**config.mk**
```make
export PLATFORM = sky130hd
export DESIGN_NAME = confusion_matrix_accumulator_top
export DESIGN_NICKNAME = d
export VERILOG_FILES = /design/src/rtl/core/cma_pkg.sv /design/src/rtl/core/cma_ram.sv /design/src/rtl/core/confusion_matrix_accumulator_top.sv
export SDC_FILE = /design/constraint.sdc
export NUM_CORES = 2
export LEC_CHECK = 0
export ABC_AREA = 1
export BUFFER_PORTS_ARGS = -buffer_cell sky130_fd_sc_hd__buf_2
export CORE_MARGIN = 5
export CORE_UTILIZATION = 45
export CTS_CLUSTER_SIZE = 8
export DETAILED_ROUTE_END_ITERATION = 6
export GPL_TIMING_DRIVEN = 0
export SYNTH_ARGS = -nofsm -noshare
export SYNTH_HDL_FRONTEND = slang
export SYNTH_SLANG_ARGS = --single-unit
```
**constraint.sdc**
```tcl
create_clock -name clk -period 13.9 [get_ports clk]
set_input_delay 0.695 -clock clk [delete_from_list [all_inputs] [get_ports clk]]
set_output_delay 0.695 -clock clk [all_outputs]
set_load 0.02 [all_outputs]
```
**src/rtl/core/cma_pkg.sv**
```systemverilog
// Shared constants and types for the confusion matrix accumulator.
package cma_pkg;

  localparam int NUM_CLASSES = 8;
  localparam int COUNT_BITS  = 32;
  localparam int OUT_BITS    = 32;
  localparam int LABEL_W     = $clog2(NUM_CLASSES);
  localparam int CELLS       = NUM_CLASSES * NUM_CLASSES;
  localparam int CELL_AW     = $clog2(CELLS);
  localparam int ACTIVE_W    = 4;
  localparam int PADDR_W     = 2;
  localparam int PDATA_W     = 32;

  // byte address of the active_classes register
  localparam logic [PADDR_W-1:0] ADDR_ACTIVE = '0;

  localparam logic [ACTIVE_W-1:0] ACTIVE_RESET = ACTIVE_W'(8);
  localparam logic [ACTIVE_W-1:0] CLASS_LIMIT  = ACTIVE_W'(NUM_CLASSES);

  typedef logic [COUNT_BITS-1:0] count_t;

  typedef enum logic [1:0] {
    OP_RECORD = 2'd0,
    OP_READ   = 2'd1,
    OP_CLEAR  = 2'd2,
    OP_SPARE  = 2'd3
  } op_t;

  typedef enum logic [1:0] {
    STAT_OK    = 2'd0,
    STAT_RANGE = 2'd1,
    STAT_SAT   = 2'd2
  } status_t;

  typedef enum logic {
    ST_IDLE = 1'b0,
    ST_EXEC = 1'b1
  } state_t;

endpackage

```
**src/rtl/core/cma_ram.sv**
```systemverilog
// Generic single-port-write, single-port-read RAM with registered read.
module cma_ram #(
  parameter int WIDTH = 32,
  parameter int DEPTH = 64
) (
  input  logic                     clk,
  input  logic                     we,
  input  logic [$clog2(DEPTH)-1:0] waddr,
  input  logic [WIDTH-1:0]         wdata,
  input  logic                     re,
  input  logic [$clog2(DEPTH)-1:0] raddr,
  output logic [WIDTH-1:0]         rdata
);

  logic [WIDTH-1:0] mem [DEPTH];
  logic [WIDTH-1:0] rdata_r;

  always_ff @(posedge clk) begin
    if (we) begin
      mem[waddr] <= wdata;
    end
    if (re) begin
      rdata_r <= mem[raddr];
    end
  end

  assign rdata = rdata_r;

endmodule

```
**src/rtl/core/confusion_matrix_accumulator_top.sv**
```systemverilog
// Confusion matrix accumulator: cell counts in RAM, class totals and globals in flops.
//
//   channel   signals                                   direction  handshake
//   request   start, busy, in_operation, in_*_label     in         start & !busy
//   result    out_valid, out_status, out_*_total/count  out        one-cycle strobe
//   config    psel, penable, pwrite, paddr, pwdata      in         APB write, pready=1
//
// On a request, the accept edge issues the cell RAM read and the
// next edge (busy high) does the read-modify-write and registers the result.
// out_valid is high in the cycle after that edge; a new request can be taken
// at the edge that ends it. The registered RAM read sets the spacing.
// Synchronous active-low reset clears all counts; per-cell valid bits mask stale
// RAM entries, so neither reset nor a clear request needs a pass. No stalls.
module confusion_matrix_accumulator_top (
  input  logic                         clk,
  input  logic                         rst_n,
  // request channel
  input  logic                         start,
  output logic                         busy,
  input  logic [1:0]                   in_operation,
  input  logic [cma_pkg::LABEL_W-1:0]  in_true_label,
  input  logic [cma_pkg::LABEL_W-1:0]  in_predicted_label,
  // result channel
  output logic                         out_valid,
  output logic [1:0]                   out_status,
  output logic [cma_pkg::OUT_BITS-1:0] out_cell_count,
  output logic [cma_pkg::OUT_BITS-1:0] out_row_total,
  output logic [cma_pkg::OUT_BITS-1:0] out_column_total,
  output logic [cma_pkg::OUT_BITS-1:0] out_sample_total,
  output logic [cma_pkg::OUT_BITS-1:0] out_correct_total,
  // configuration port
  input  logic                         psel,
  input  logic                         penable,
  input  logic                         pwrite,
  input  logic [cma_pkg::PADDR_W-1:0]  paddr,
  input  logic [cma_pkg::PDATA_W-1:0]  pwdata,
  output logic [cma_pkg::PDATA_W-1:0]  prdata,
  output logic                         pready
);

  // ---------------------------------------------------------------------------
  // Control and captured request
  // ---------------------------------------------------------------------------
  cma_pkg::state_t state_r, state_nxt;
  logic                        accept;
  logic                        exec_en;

  logic [1:0]                  op_r;
  logic [cma_pkg::LABEL_W-1:0] row_r;
  logic [cma_pkg::LABEL_W-1:0] col_r;

  logic [cma_pkg::ACTIVE_W-1:0] active_r, active_nxt;
  logic                         cfg_wr;

  // Count state
  logic [cma_pkg::CELLS-1:0] valid_r, valid_nxt;
  cma_pkg::count_t row_tot_r [cma_pkg::NUM_CLASSES];
  cma_pkg::count_t row_tot_nxt [cma_pkg::NUM_CLASSES];
  cma_pkg::count_t col_tot_r [cma_pkg::NUM_CLASSES];
  cma_pkg::count_t col_tot_nxt [cma_pkg::NUM_CLASSES];
  cma_pkg::count_t seen_r, seen_nxt;
  cma_pkg::count_t correct_r, correct_nxt;

  // Cell RAM
  logic                        ram_we;
  logic [cma_pkg::CELL_AW-1:0] ram_raddr;
  logic [cma_pkg::CELL_AW-1:0] cell_idx;
  cma_pkg::count_t             ram_rdata;
  cma_pkg::count_t             ram_wdata;

  // Datapath
  logic [cma_pkg::ACTIVE_W-1:0] limit;
  logic            in_range;
  logic            do_record;
  logic            do_lookup;
  logic            do_clear;
  logic            diag;
  cma_pkg::count_t cell_cur, row_cur, col_cur;
  cma_pkg::count_t cell_inc, row_inc, col_inc, seen_inc, correct_inc;
  logic            any_sat;

  // Result registers
  logic                         out_valid_r, out_valid_nxt;
  logic [1:0]                   status_r, status_nxt;
  logic [cma_pkg::OUT_BITS-1:0] cell_out_r, cell_out_nxt;
  logic [cma_pkg::OUT_BITS-1:0] row_out_r, row_out_nxt;
  logic [cma_pkg::OUT_BITS-1:0] col_out_r, col_out_nxt;
  logic [cma_pkg::OUT_BITS-1:0] seen_out_r, seen_out_nxt;
  logic [cma_pkg::OUT_BITS-1:0] correct_out_r, correct_out_nxt;

  // Saturating increment: stays at all-ones
  function automatic cma_pkg::count_t bump(input cma_pkg::count_t cnt);
    bump = (&cnt) ? cnt : cnt + cma_pkg::COUNT_BITS'(1);
  endfunction

  // ---------------------------------------------------------------------------
  // FSM
  // ---------------------------------------------------------------------------
  always_comb begin
    state_nxt = state_r;
    case (state_r)
      cma_pkg::ST_IDLE: begin
        if (start) begin
          state_nxt = cma_pkg::ST_EXEC;
        end
      end
      cma_pkg::ST_EXEC: begin
        state_nxt = cma_pkg::ST_IDLE;
      end
      default: begin
        state_nxt = cma_pkg::ST_IDLE;
      end
    endcase
  end

  always_comb begin
    busy    = 1'b0;
    exec_en = 1'b0;
    case (state_r)
      cma_pkg::ST_IDLE: begin
        busy    = 1'b0;
        exec_en = 1'b0;
      end
      cma_pkg::ST_EXEC: begin
        busy    = 1'b1;
        exec_en = 1'b1;
      end
      default: begin
        busy    = 1'b0;
        exec_en = 1'b0;
      end
    endcase
  end

  assign accept = start && !busy;

  // ---------------------------------------------------------------------------
  // Configuration: single register at byte address 0
  // ---------------------------------------------------------------------------
  assign pready = 1'b1;
  assign cfg_wr = psel && penable && pwrite && pready;
  assign prdata = {{(cma_pkg::PDATA_W - cma_pkg::ACTIVE_W){1'b0}}, active_r};

  always_comb begin
    active_nxt = active_r;
    if (cfg_wr && (paddr == cma_pkg::ADDR_ACTIVE)) begin
      active_nxt = pwdata[cma_pkg::ACTIVE_W-1:0];
    end
  end

  // ---------------------------------------------------------------------------
  // Cell RAM: read issued at accept, written back in EXEC
  // ---------------------------------------------------------------------------
  assign ram_raddr = {in_true_label, in_predicted_label};
  assign cell_idx  = {row_r, col_r};

  cma_ram #(
    .WIDTH (cma_pkg::COUNT_BITS),
    .DEPTH (cma_pkg::CELLS)
  ) u_cell_ram (
    .clk   (clk),
    .we    (ram_we),
    .waddr (cell_idx),
    .wdata (ram_wdata),
    .re    (accept),
    .raddr (ram_raddr),
    .rdata (ram_rdata)
  );

  // ---------------------------------------------------------------------------
  // Read-modify-write datapath
  // ---------------------------------------------------------------------------
  always_comb begin
    limit = (active_r > cma_pkg::CLASS_LIMIT) ? cma_pkg::CLASS_LIMIT : active_r;
    in_range = ({1'b0, row_r} < limit) && ({1'b0, col_r} < limit);
    do_clear  = exec_en && (op_r == cma_pkg::OP_CLEAR);
    do_lookup = exec_en && (op_r != cma_pkg::OP_CLEAR) && in_range;
    do_record = do_lookup && (op_r == cma_pkg::OP_RECORD);
    diag      = (row_r == col_r);

    // never-written cells read as zero
    cell_cur = valid_r[cell_idx] ? ram_rdata : '0;
    row_cur  = row_tot_r[row_r];
    col_cur  = col_tot_r[col_r];

    cell_inc    = bump(cell_cur);
    row_inc     = bump(row_cur);
    col_inc     = bump(col_cur);
    seen_inc    = bump(seen_r);
    correct_inc = diag ? bump(correct_r) : correct_r;

    any_sat = (&cell_cur) || (&row_cur) || (&col_cur) || (&seen_r) ||
              (diag && (&correct_r));

    ram_we    = do_record;
    ram_wdata = cell_inc;
  end

  always_comb begin
    valid_nxt   = valid_r;
    row_tot_nxt = row_tot_r;
    col_tot_nxt = col_tot_r;
    seen_nxt    = seen_r;
    correct_nxt = correct_r;
    if (do_clear) begin
      valid_nxt   = '0;
      seen_nxt    = '0;
      correct_nxt = '0;
      for (int i = 0; i < cma_pkg::NUM_CLASSES; i++) begin
        row_tot_nxt[i] = '0;
        col_tot_nxt[i] = '0;
      end
    end else if (do_record) begin
      valid_nxt[cell_idx] = 1'b1;
      row_tot_nxt[row_r]  = row_inc;
      col_tot_nxt[col_r]  = col_inc;
      seen_nxt            = seen_inc;
      correct_nxt         = correct_inc;
    end
  end

  // Result formation
  always_comb begin
    out_valid_nxt   = exec_en;
    status_nxt      = status_r;
    cell_out_nxt    = cell_out_r;
    row_out_nxt     = row_out_r;
    col_out_nxt     = col_out_r;
    seen_out_nxt    = seen_out_r;
    correct_out_nxt = correct_out_r;
    if (exec_en) begin
      if (do_clear) begin
        status_nxt      = cma_pkg::STAT_OK;
        cell_out_nxt    = '0;
        row_out_nxt     = '0;
        col_out_nxt     = '0;
        seen_out_nxt    = '0;
        correct_out_nxt = '0;
      end else if (!in_range) begin
        status_nxt      = cma_pkg::STAT_RANGE;
        cell_out_nxt    = '0;
        row_out_nxt     = '0;
        col_out_nxt     = '0;
        seen_out_nxt    = cma_pkg::OUT_BITS'(seen_r);
        correct_out_nxt = cma_pkg::OUT_BITS'(correct_r);
      end else if (do_record) begin
        status_nxt      = any_sat ? cma_pkg::STAT_SAT : cma_pkg::STAT_OK;
        cell_out_nxt    = cma_pkg::OUT_BITS'(cell_inc);
        row_out_nxt     = cma_pkg::OUT_BITS'(row_inc);
        col_out_nxt     = cma_pkg::OUT_BITS'(col_inc);
        seen_out_nxt    = cma_pkg::OUT_BITS'(seen_inc);
        correct_out_nxt = cma_pkg::OUT_BITS'(correct_inc);
      end else begin
        // read, and the spare code which behaves as a read
        status_nxt      = cma_pkg::STAT_OK;
        cell_out_nxt    = cma_pkg::OUT_BITS'(cell_cur);
        row_out_nxt     = cma_pkg::OUT_BITS'(row_cur);
        col_out_nxt     = cma_pkg::OUT_BITS'(col_cur);
        seen_out_nxt    = cma_pkg::OUT_BITS'(seen_r);
        correct_out_nxt = cma_pkg::OUT_BITS'(correct_r);
      end
    end
  end

  // ---------------------------------------------------------------------------
  // Registers
  // ---------------------------------------------------------------------------
  always_ff @(posedge clk) begin
    if (!rst_n) begin
      state_r     <= cma_pkg::ST_IDLE;
      active_r    <= cma_pkg::ACTIVE_RESET;
      out_valid_r <= 1'b0;
      valid_r     <= '0;
      seen_r      <= '0;
      correct_r   <= '0;
      for (int i = 0; i < cma_pkg::NUM_CLASSES; i++) begin
        row_tot_r[i] <= '0;
        col_tot_r[i] <= '0;
      end
    end else begin
      state_r     <= state_nxt;
      active_r    <= active_nxt;
      out_valid_r <= out_valid_nxt;
      valid_r     <= valid_nxt;
      seen_r      <= seen_nxt;
      correct_r   <= correct_nxt;
      row_tot_r   <= row_tot_nxt;
      col_tot_r   <= col_tot_nxt;
    end
  end

  // captured request and result payload
  always_ff @(posedge clk) begin
    if (accept) begin
      op_r  <= in_operation;
      row_r <= in_true_label;
      col_r <= in_predicted_label;
    end
    status_r      <= status_nxt;
    cell_out_r    <= cell_out_nxt;
    row_out_r     <= row_out_nxt;
    col_out_r     <= col_out_nxt;
    seen_out_r    <= seen_out_nxt;
    correct_out_r <= correct_out_nxt;
  end

  assign out_valid         = out_valid_r;
  assign out_status        = status_r;
  assign out_cell_count    = cell_out_r;
  assign out_row_total     = row_out_r;
  assign out_column_total  = col_out_r;
  assign out_sample_total  = seen_out_r;
  assign out_correct_total = correct_out_r;

endmodule

```
* Word level (Yosys, flattened, before mapping) *
Memory sizes are Yosys's and may differ from the RTL's. A register that Yosys moved wholly into a read port is not among the register bits.
Index checks and enable logic that the tools add are counted.

word-level totals
  register bits after elaboration = 816
  bits in writable memories = 2048
  input port bits = 48
  word-level logic and storage cells = 124
  memories = 1

memories
  memory          depth  bits a word  read ports  clocked after Yosys merged registers in  write ports  line           text
  u_cell_ram.mem  64     32           1           1                                        1            cma_ram.sv:15  logic [WIDTH-1:0] mem [DEPTH];

cells by class
  $add $sub $neg = 5
  magnitude comparators = 9
  eq/ne operators = 3
  mux-type cells = 39
  bitwise operators = 7
  reductions and logical operators = 28

operators with widths
  kind                                                                   count
  32-bit two-way mux                                                     20
  256-bit bitwise mux                                                    2
  32-bit binary-select mux with 3-bit select                             2
  32-bit demux with 3-bit select                                         2
  32-bit by 1-bit adder with 32-bit output, second input constant        5
  32-bit AND reduction                                                   5
  64-bit bitwise OR                                                      1
  1-bit logical AND                                                      13
  4-bit >= comparator, second input constant                             2
  3-bit by 4-bit < comparator with 1-bit output                          2
  4-bit by 1-bit < comparator with 1-bit output, second input constant   2
  3-bit inverter with 4-bit output                                       2
  6-bit by 7-bit < comparator with 1-bit output, second input constant   1
  1-bit two-way mux                                                      7
  1-bit binary-select mux with 6-bit select                              1
  1-bit demux with 6-bit select                                          1
  6-bit by 1-bit >= comparator with 1-bit output, second input constant  1
  4-bit greater-than comparator, second input constant                   1
  2-bit zero test                                                        2
  1-bit logical OR                                                       4
  4-bit two-way mux                                                      1
  1-bit inverter                                                         4
  1-bit case mux with 2 select lines                                     2
  2-bit OR reduction                                                     2
  6 further kinds                                                        6

* Longest topological paths before layout *
  depth after elaboration = 12
  depth in mapped cells = 26
  gate-level depth less buffers = 20

* Cells and area by module *
A second synthesis with hierarchy kept.

unflattened totals
  cell total of the unflattened synthesis = 12496
  area, all modules = 123963.9 sq um

modules (own cells, without submodules)
  module                            instances  cells an instance  area each (sq um)
  cma_ram                           1          6769               83058.4
  confusion_matrix_accumulator_top  1          5727               40905.5

* Worst setup path before layout *
OpenSTA, ideal clock, no wires.

  kind = register -> register
  from = register state_r
  to = register col_r[0] (netlist name), enable pin
  setup time = 0.823 ns
  data arrival time = 6.573 ns
  data required time = 13.077 ns
  path slack = 6.503 ns
  cell stages (with the launch flop) = 2
  buffers on the path = 0
  cell sequence = dfxtp_1 -> nor2_1

on the way
  longest elaborated chain between the ends = 4

RTL lines
  element                                 line                                     text
  start, declared                         confusion_matrix_accumulator_top.sv:44   cma_pkg::state_t state_r, state_nxt;
  start signal, assigned                  confusion_matrix_accumulator_top.sv:270  state_r <= cma_pkg::ST_IDLE;
  start signal, assigned                  confusion_matrix_accumulator_top.sv:281  state_r <= state_nxt;
  1-bit inverter                          n/a
  1-bit case mux with 2 select lines (*)  confusion_matrix_accumulator_top.sv:119  case (state_r)
  1-bit zero test (*)                     confusion_matrix_accumulator_top.sv:135  assign accept = start && !busy;
  1-bit logical AND (*)                   confusion_matrix_accumulator_top.sv:135
  named net accept                        confusion_matrix_accumulator_top.sv:45   logic accept;
  end signal, assigned                    confusion_matrix_accumulator_top.sv:297  col_r <= in_predicted_label;
  end, declared                           confusion_matrix_accumulator_top.sv:50   logic [cma_pkg::LABEL_W-1:0] col_r;

Mark *: on every way through the listed nets, which the timed path passes. The rest lies on a longest branch.
A chain may end at the register's enable or synchronous reset.

==> run_results.csv <==
group,metric,value,unit
pwr,p_int,15000,uW
synth,muxShareOfSynthArea,0.008270,%
pwr,seqPwrFrac,47.6,%
route,drt-pass1-iter-count,7,
pwr,power_frac_comb,7.6,%
worst_setup_path,crit_required,14.56,ns
global_route,grt_use_total,36.69,%
global_route,grt_start_max_net_pins,71,
layout,fin_nets,12410,
synth,postSynthAreaPerCell,10.40,sq um
cts,cts_buffers,402,
sta,fin_crit_sh,45.78,%
layout,final_layout_size_suffix_gt1_share,8.331,%
route,wl_per_cell,33.10,um
cts,post_cts_buffers,0,
worst_setup_path,cp_max_fo,10,
route,wirelength,530.8,mm
cts,cts_root_buf,"clkbuf_16",
die,start_util,45.18,%
global_route,grt_pass1_vias,93340,
worst_setup_path,regToRegStartpoint,"row_r[2]",
job,drv_cap,6,
global_route,grt_first_pass_wirelength,723.3,mm
hold_path,hold_path_class,"in2reg",
die,ioPinCount,245,
worst_setup_path,worstSetupStartpointType,"input port",
synth,synth_flop_cell,"edfxtp_1",
pwr,swShare,24.78,%
pwr,cellPowerDensity,142.1,nW/um^2
cts,cts_resized,0,
sta,slew_viol_final,47,
cts,clk_pin_slew_worst_paths,0.06,ns
sta,max_freq,157.1,MHz
global_route,antenna_found_initial,41,
synth,synth-warning-count,0,
sta,grt_setup_unrepaired,"false",
sta,tightest_slew,1.657,ns
placed_design,place.gp.congestion,1.054,
route,first_iter_violations,15130,
route,vias,99970,
synth,synth_top_family_by_area,"compound AO/OA/AOI/OAI gates",
hold_path,hold_end,"active_r[0]",
hold_path,hold_start,"pwdata[0]",
pwr,vdd_drop_max,146.8,uV
sta,hold_violations,0,
synth,synthXorXnorAreaFrac,0.4910,%
synth,synthTopCellsByArea,"edfxtp_1 56%, dfxtp_1 11%, o21ai_0 7.8%",
cts,cts_sinks,2896,
layout,layoutNonFillerInstCount,16030,
worst_setup_path,ff2ff_setup_slack,7.66,ns
global_route,grt_overflow,0,
route,drc,8,
synth,synthAdderAreaFrac,0.09303,%
layout,area_growth,15.94,%
die,coreArea,267900,sq um
route,antenna_left,0,
die,rows,190,
worst_setup_path,reg2regPathDepth,23,
cts,cts_tree,"done",
sta,setup_viol,0,
placed_design,hpwl,371.1,mm
synth,syn_inst,11640,
placed_design,placedCellCount,15500,
cts,cts_max_path_buffers,4,
route,avgViaCountPerCell,6.236,
sta,worst_slew_margin_rel,-10.43,%
hold_path,whs_path_depth,3,
status,status,"finished with violations",
pwr,p_total,19940,uW
synth,synth-seq-cells,2896,
cts,htreeDepth,5,
die,die_h,528.6,um
pwr,netSwitchingPower,4941,uW
worst_setup_path,r2r-end,"out_cell_count[9]",
synth,synth_area,121000,sq um
synth,synthSimpleGateAreaFrac,10.94,%
pwr,static-leakage-power,0.05053,uW
sta,min_period,6.364,ns
synth,ys_types,53,
synth,seq_area_frac_synth,66.50,%
worst_setup_path,crit_path_end_kind,"flop",
sta,skew,0.07522,ns
layout,final_core_utilization,52.38,%
worst_setup_path,path_class,"in2reg",
synth,synth_compound_area_share,15.71,%
status,violations,"DRC, capacitance limit, slew limit",
sta,whs,0.06796,ns
sta,setup_tns,0,ns
synth,yosys.area.top_type,"edfxtp_1",
layout,multi_input_area,33490,sq um
synth,synth_edf_count,2250,
cts,insertion_delay,0.99,ns
die,die_w,528.6,um
worst_setup_path,arrival,7.03,ns
layout,num-fill-cells,23830,
cts,cts_hold_buf,6,
layout,seqCellArea,80500,sq um
pwr,clockPowerShare,44.9,%
synth,async_flop_share,0,%
synth,yosysTopAreaCellShare,55.82,%
die,dieArea,279500,sq um
placed_design,port_buffers,187,
-- final cells by class --
cell class                 count  area share, %
sequential                  2896          57.37
multi-input combinational   6849          23.86
clock buffer                 482          7.480
tap                         3552          3.167
inverter                    1137          3.097
buffer                       784          2.345
timing repair buffer         286          2.315
clock inverter                26         0.3290
antenna                       21        0.03745
-- per-stage QoR --
stage | setup slack (ns) | cell area (sq um)
floorplan | 6.503 | 121100
global placement | 1.400 | 126500
detailed placement | 7.049 | 129300
CTS | 7.896 | 140300
global route | 7.408 | 140300
finish | 7.536 | 140300
-- sequential cells by signal (all words and copies together), names as in the netlist, 2 cells and up --
name,cells
correct_r,32
valid_r,64
out_row_total,32
out_status,2
active_r,4
row_r,3
col_tot_r,256
seen_r,32
u_cell_ram.mem,2048
out_sample_total,32
out_correct_total,32
out_cell_count,32
out_column_total,32
u_cell_ram.rdata,32
col_r,3
op_r,2
row_tot_r,256
-- power groups by stage --
stage	logic (uW)	registers [uW]	clock network (uW)
after detailed placement	1440	9650	0
after floorplan	612	9690	0
final	1510	9480	8950
after global routing	1520	9480	9340
after global placement	1350	9720	0
after CTS	1440	9480	8940
-- placed cells by master (no fill, tap or decap), types with 21 or more instances in the layout --
cell type and n:
a22oi_1 36, conb_1 29, xor2_1 54, nor4_1 22, o22ai_1 760, buf_16 52
nand4_1 61, o21bai_1 59, nand3_4 28, nor2_1 1957, edfxtp_1 2250, dfxtp_1 645
diode_2 21, buf_12 41, buf_2 248, nand3_2 33, a31oi_1 47, a21oi_1 538
nand3_1 195, clkbuf_16 407, buf_4 45, nand2_1 845, o21ai_1 60, clkbuf_1 701
inv_1 1048, o21ai_0 1888, nor3_1 57, inv_4 31, buf_1 27, o32ai_1 40
inv_2 53
-- Yosys cell counts (36+ instances only) --
cell         n
inv_1     1112
o32ai_1     41
buf_4       45
a31oi_1     47
o21ai_0   1888
nor3_1      57
nand3_1    223
a21oi_1    538
nand4_1     61
edfxtp_1  2250
nor2_1    1958
clkbuf_1   639
o22ai_1    760
o21bai_1    59
a22oi_1     36
xor2_1      54
nand2_1    849
o21ai_1     60
dfxtp_1    646
buf_2       61
-- critical path: stages --
cell and delay, ns:
buf_2 0.16, clkbuf_1 0.37, buf_16 0.29, clkinv_1 0.12, clkbuf_1 0.73, clkbuf_1 1.20, clkbuf_1 1.04, nor2_1 0.08
o22ai_1 0.62, nor2_1 0.11, o32ai_1 0.60, o21ai_0 0.35, o22ai_1 0.58
-- logic make-up (layout without fill, tap and decap cells) --
| logic type | count (synthesis) | after routing |
|---|---|---|
| and+or+nand+nor | 3258 | 3258 |
| buffers and inverters | 1921 | 2715 |
| AOI/OAI and AO/OA | 3485 | 3485 |
| other | 2 | 50 |
| adders and majority gates | 9 | 9 |
| xor gates and xnor gates | 67 | 67 |
| muxes | 1 | 1 |
| DFF | 2896 | 2896 |
-- worst max-delay path by stage --
| stage | from | end | slack (ns) | cells past startpoint |
|---|---|---|---|---|
| 5_1_grt | row_r[2] | out_cell_count[9] | 7.41 | 23 |
| 2_1_floorplan | state_r | col_r[0] | 6.50 | 1 |
| 3_3_place_gp | state_r | u_cell_ram.rdata[25] | 1.40 | 1 |
| 3_5_place_dp | in_predicted_label[0] | u_cell_ram.rdata[0] | 7.05 | 13 |
| 4_1_cts | row_r[2] | out_cell_count[9] | 7.90 | 23 |
| 6_report | in_predicted_label[0] | u_cell_ram.rdata[0] | 7.54 | 13 |
-- per-layer routing --
metal  up-vias  part of all wire, %  track usage [%]
met3      1655                   12            9.171
met5         -                0.014                0
met2      7309                   44            56.01
li1      42140                    -                -
met4        12                  8.6            25.74
met1     48860                   36            45.84
(Power assumes the default switching activity.)
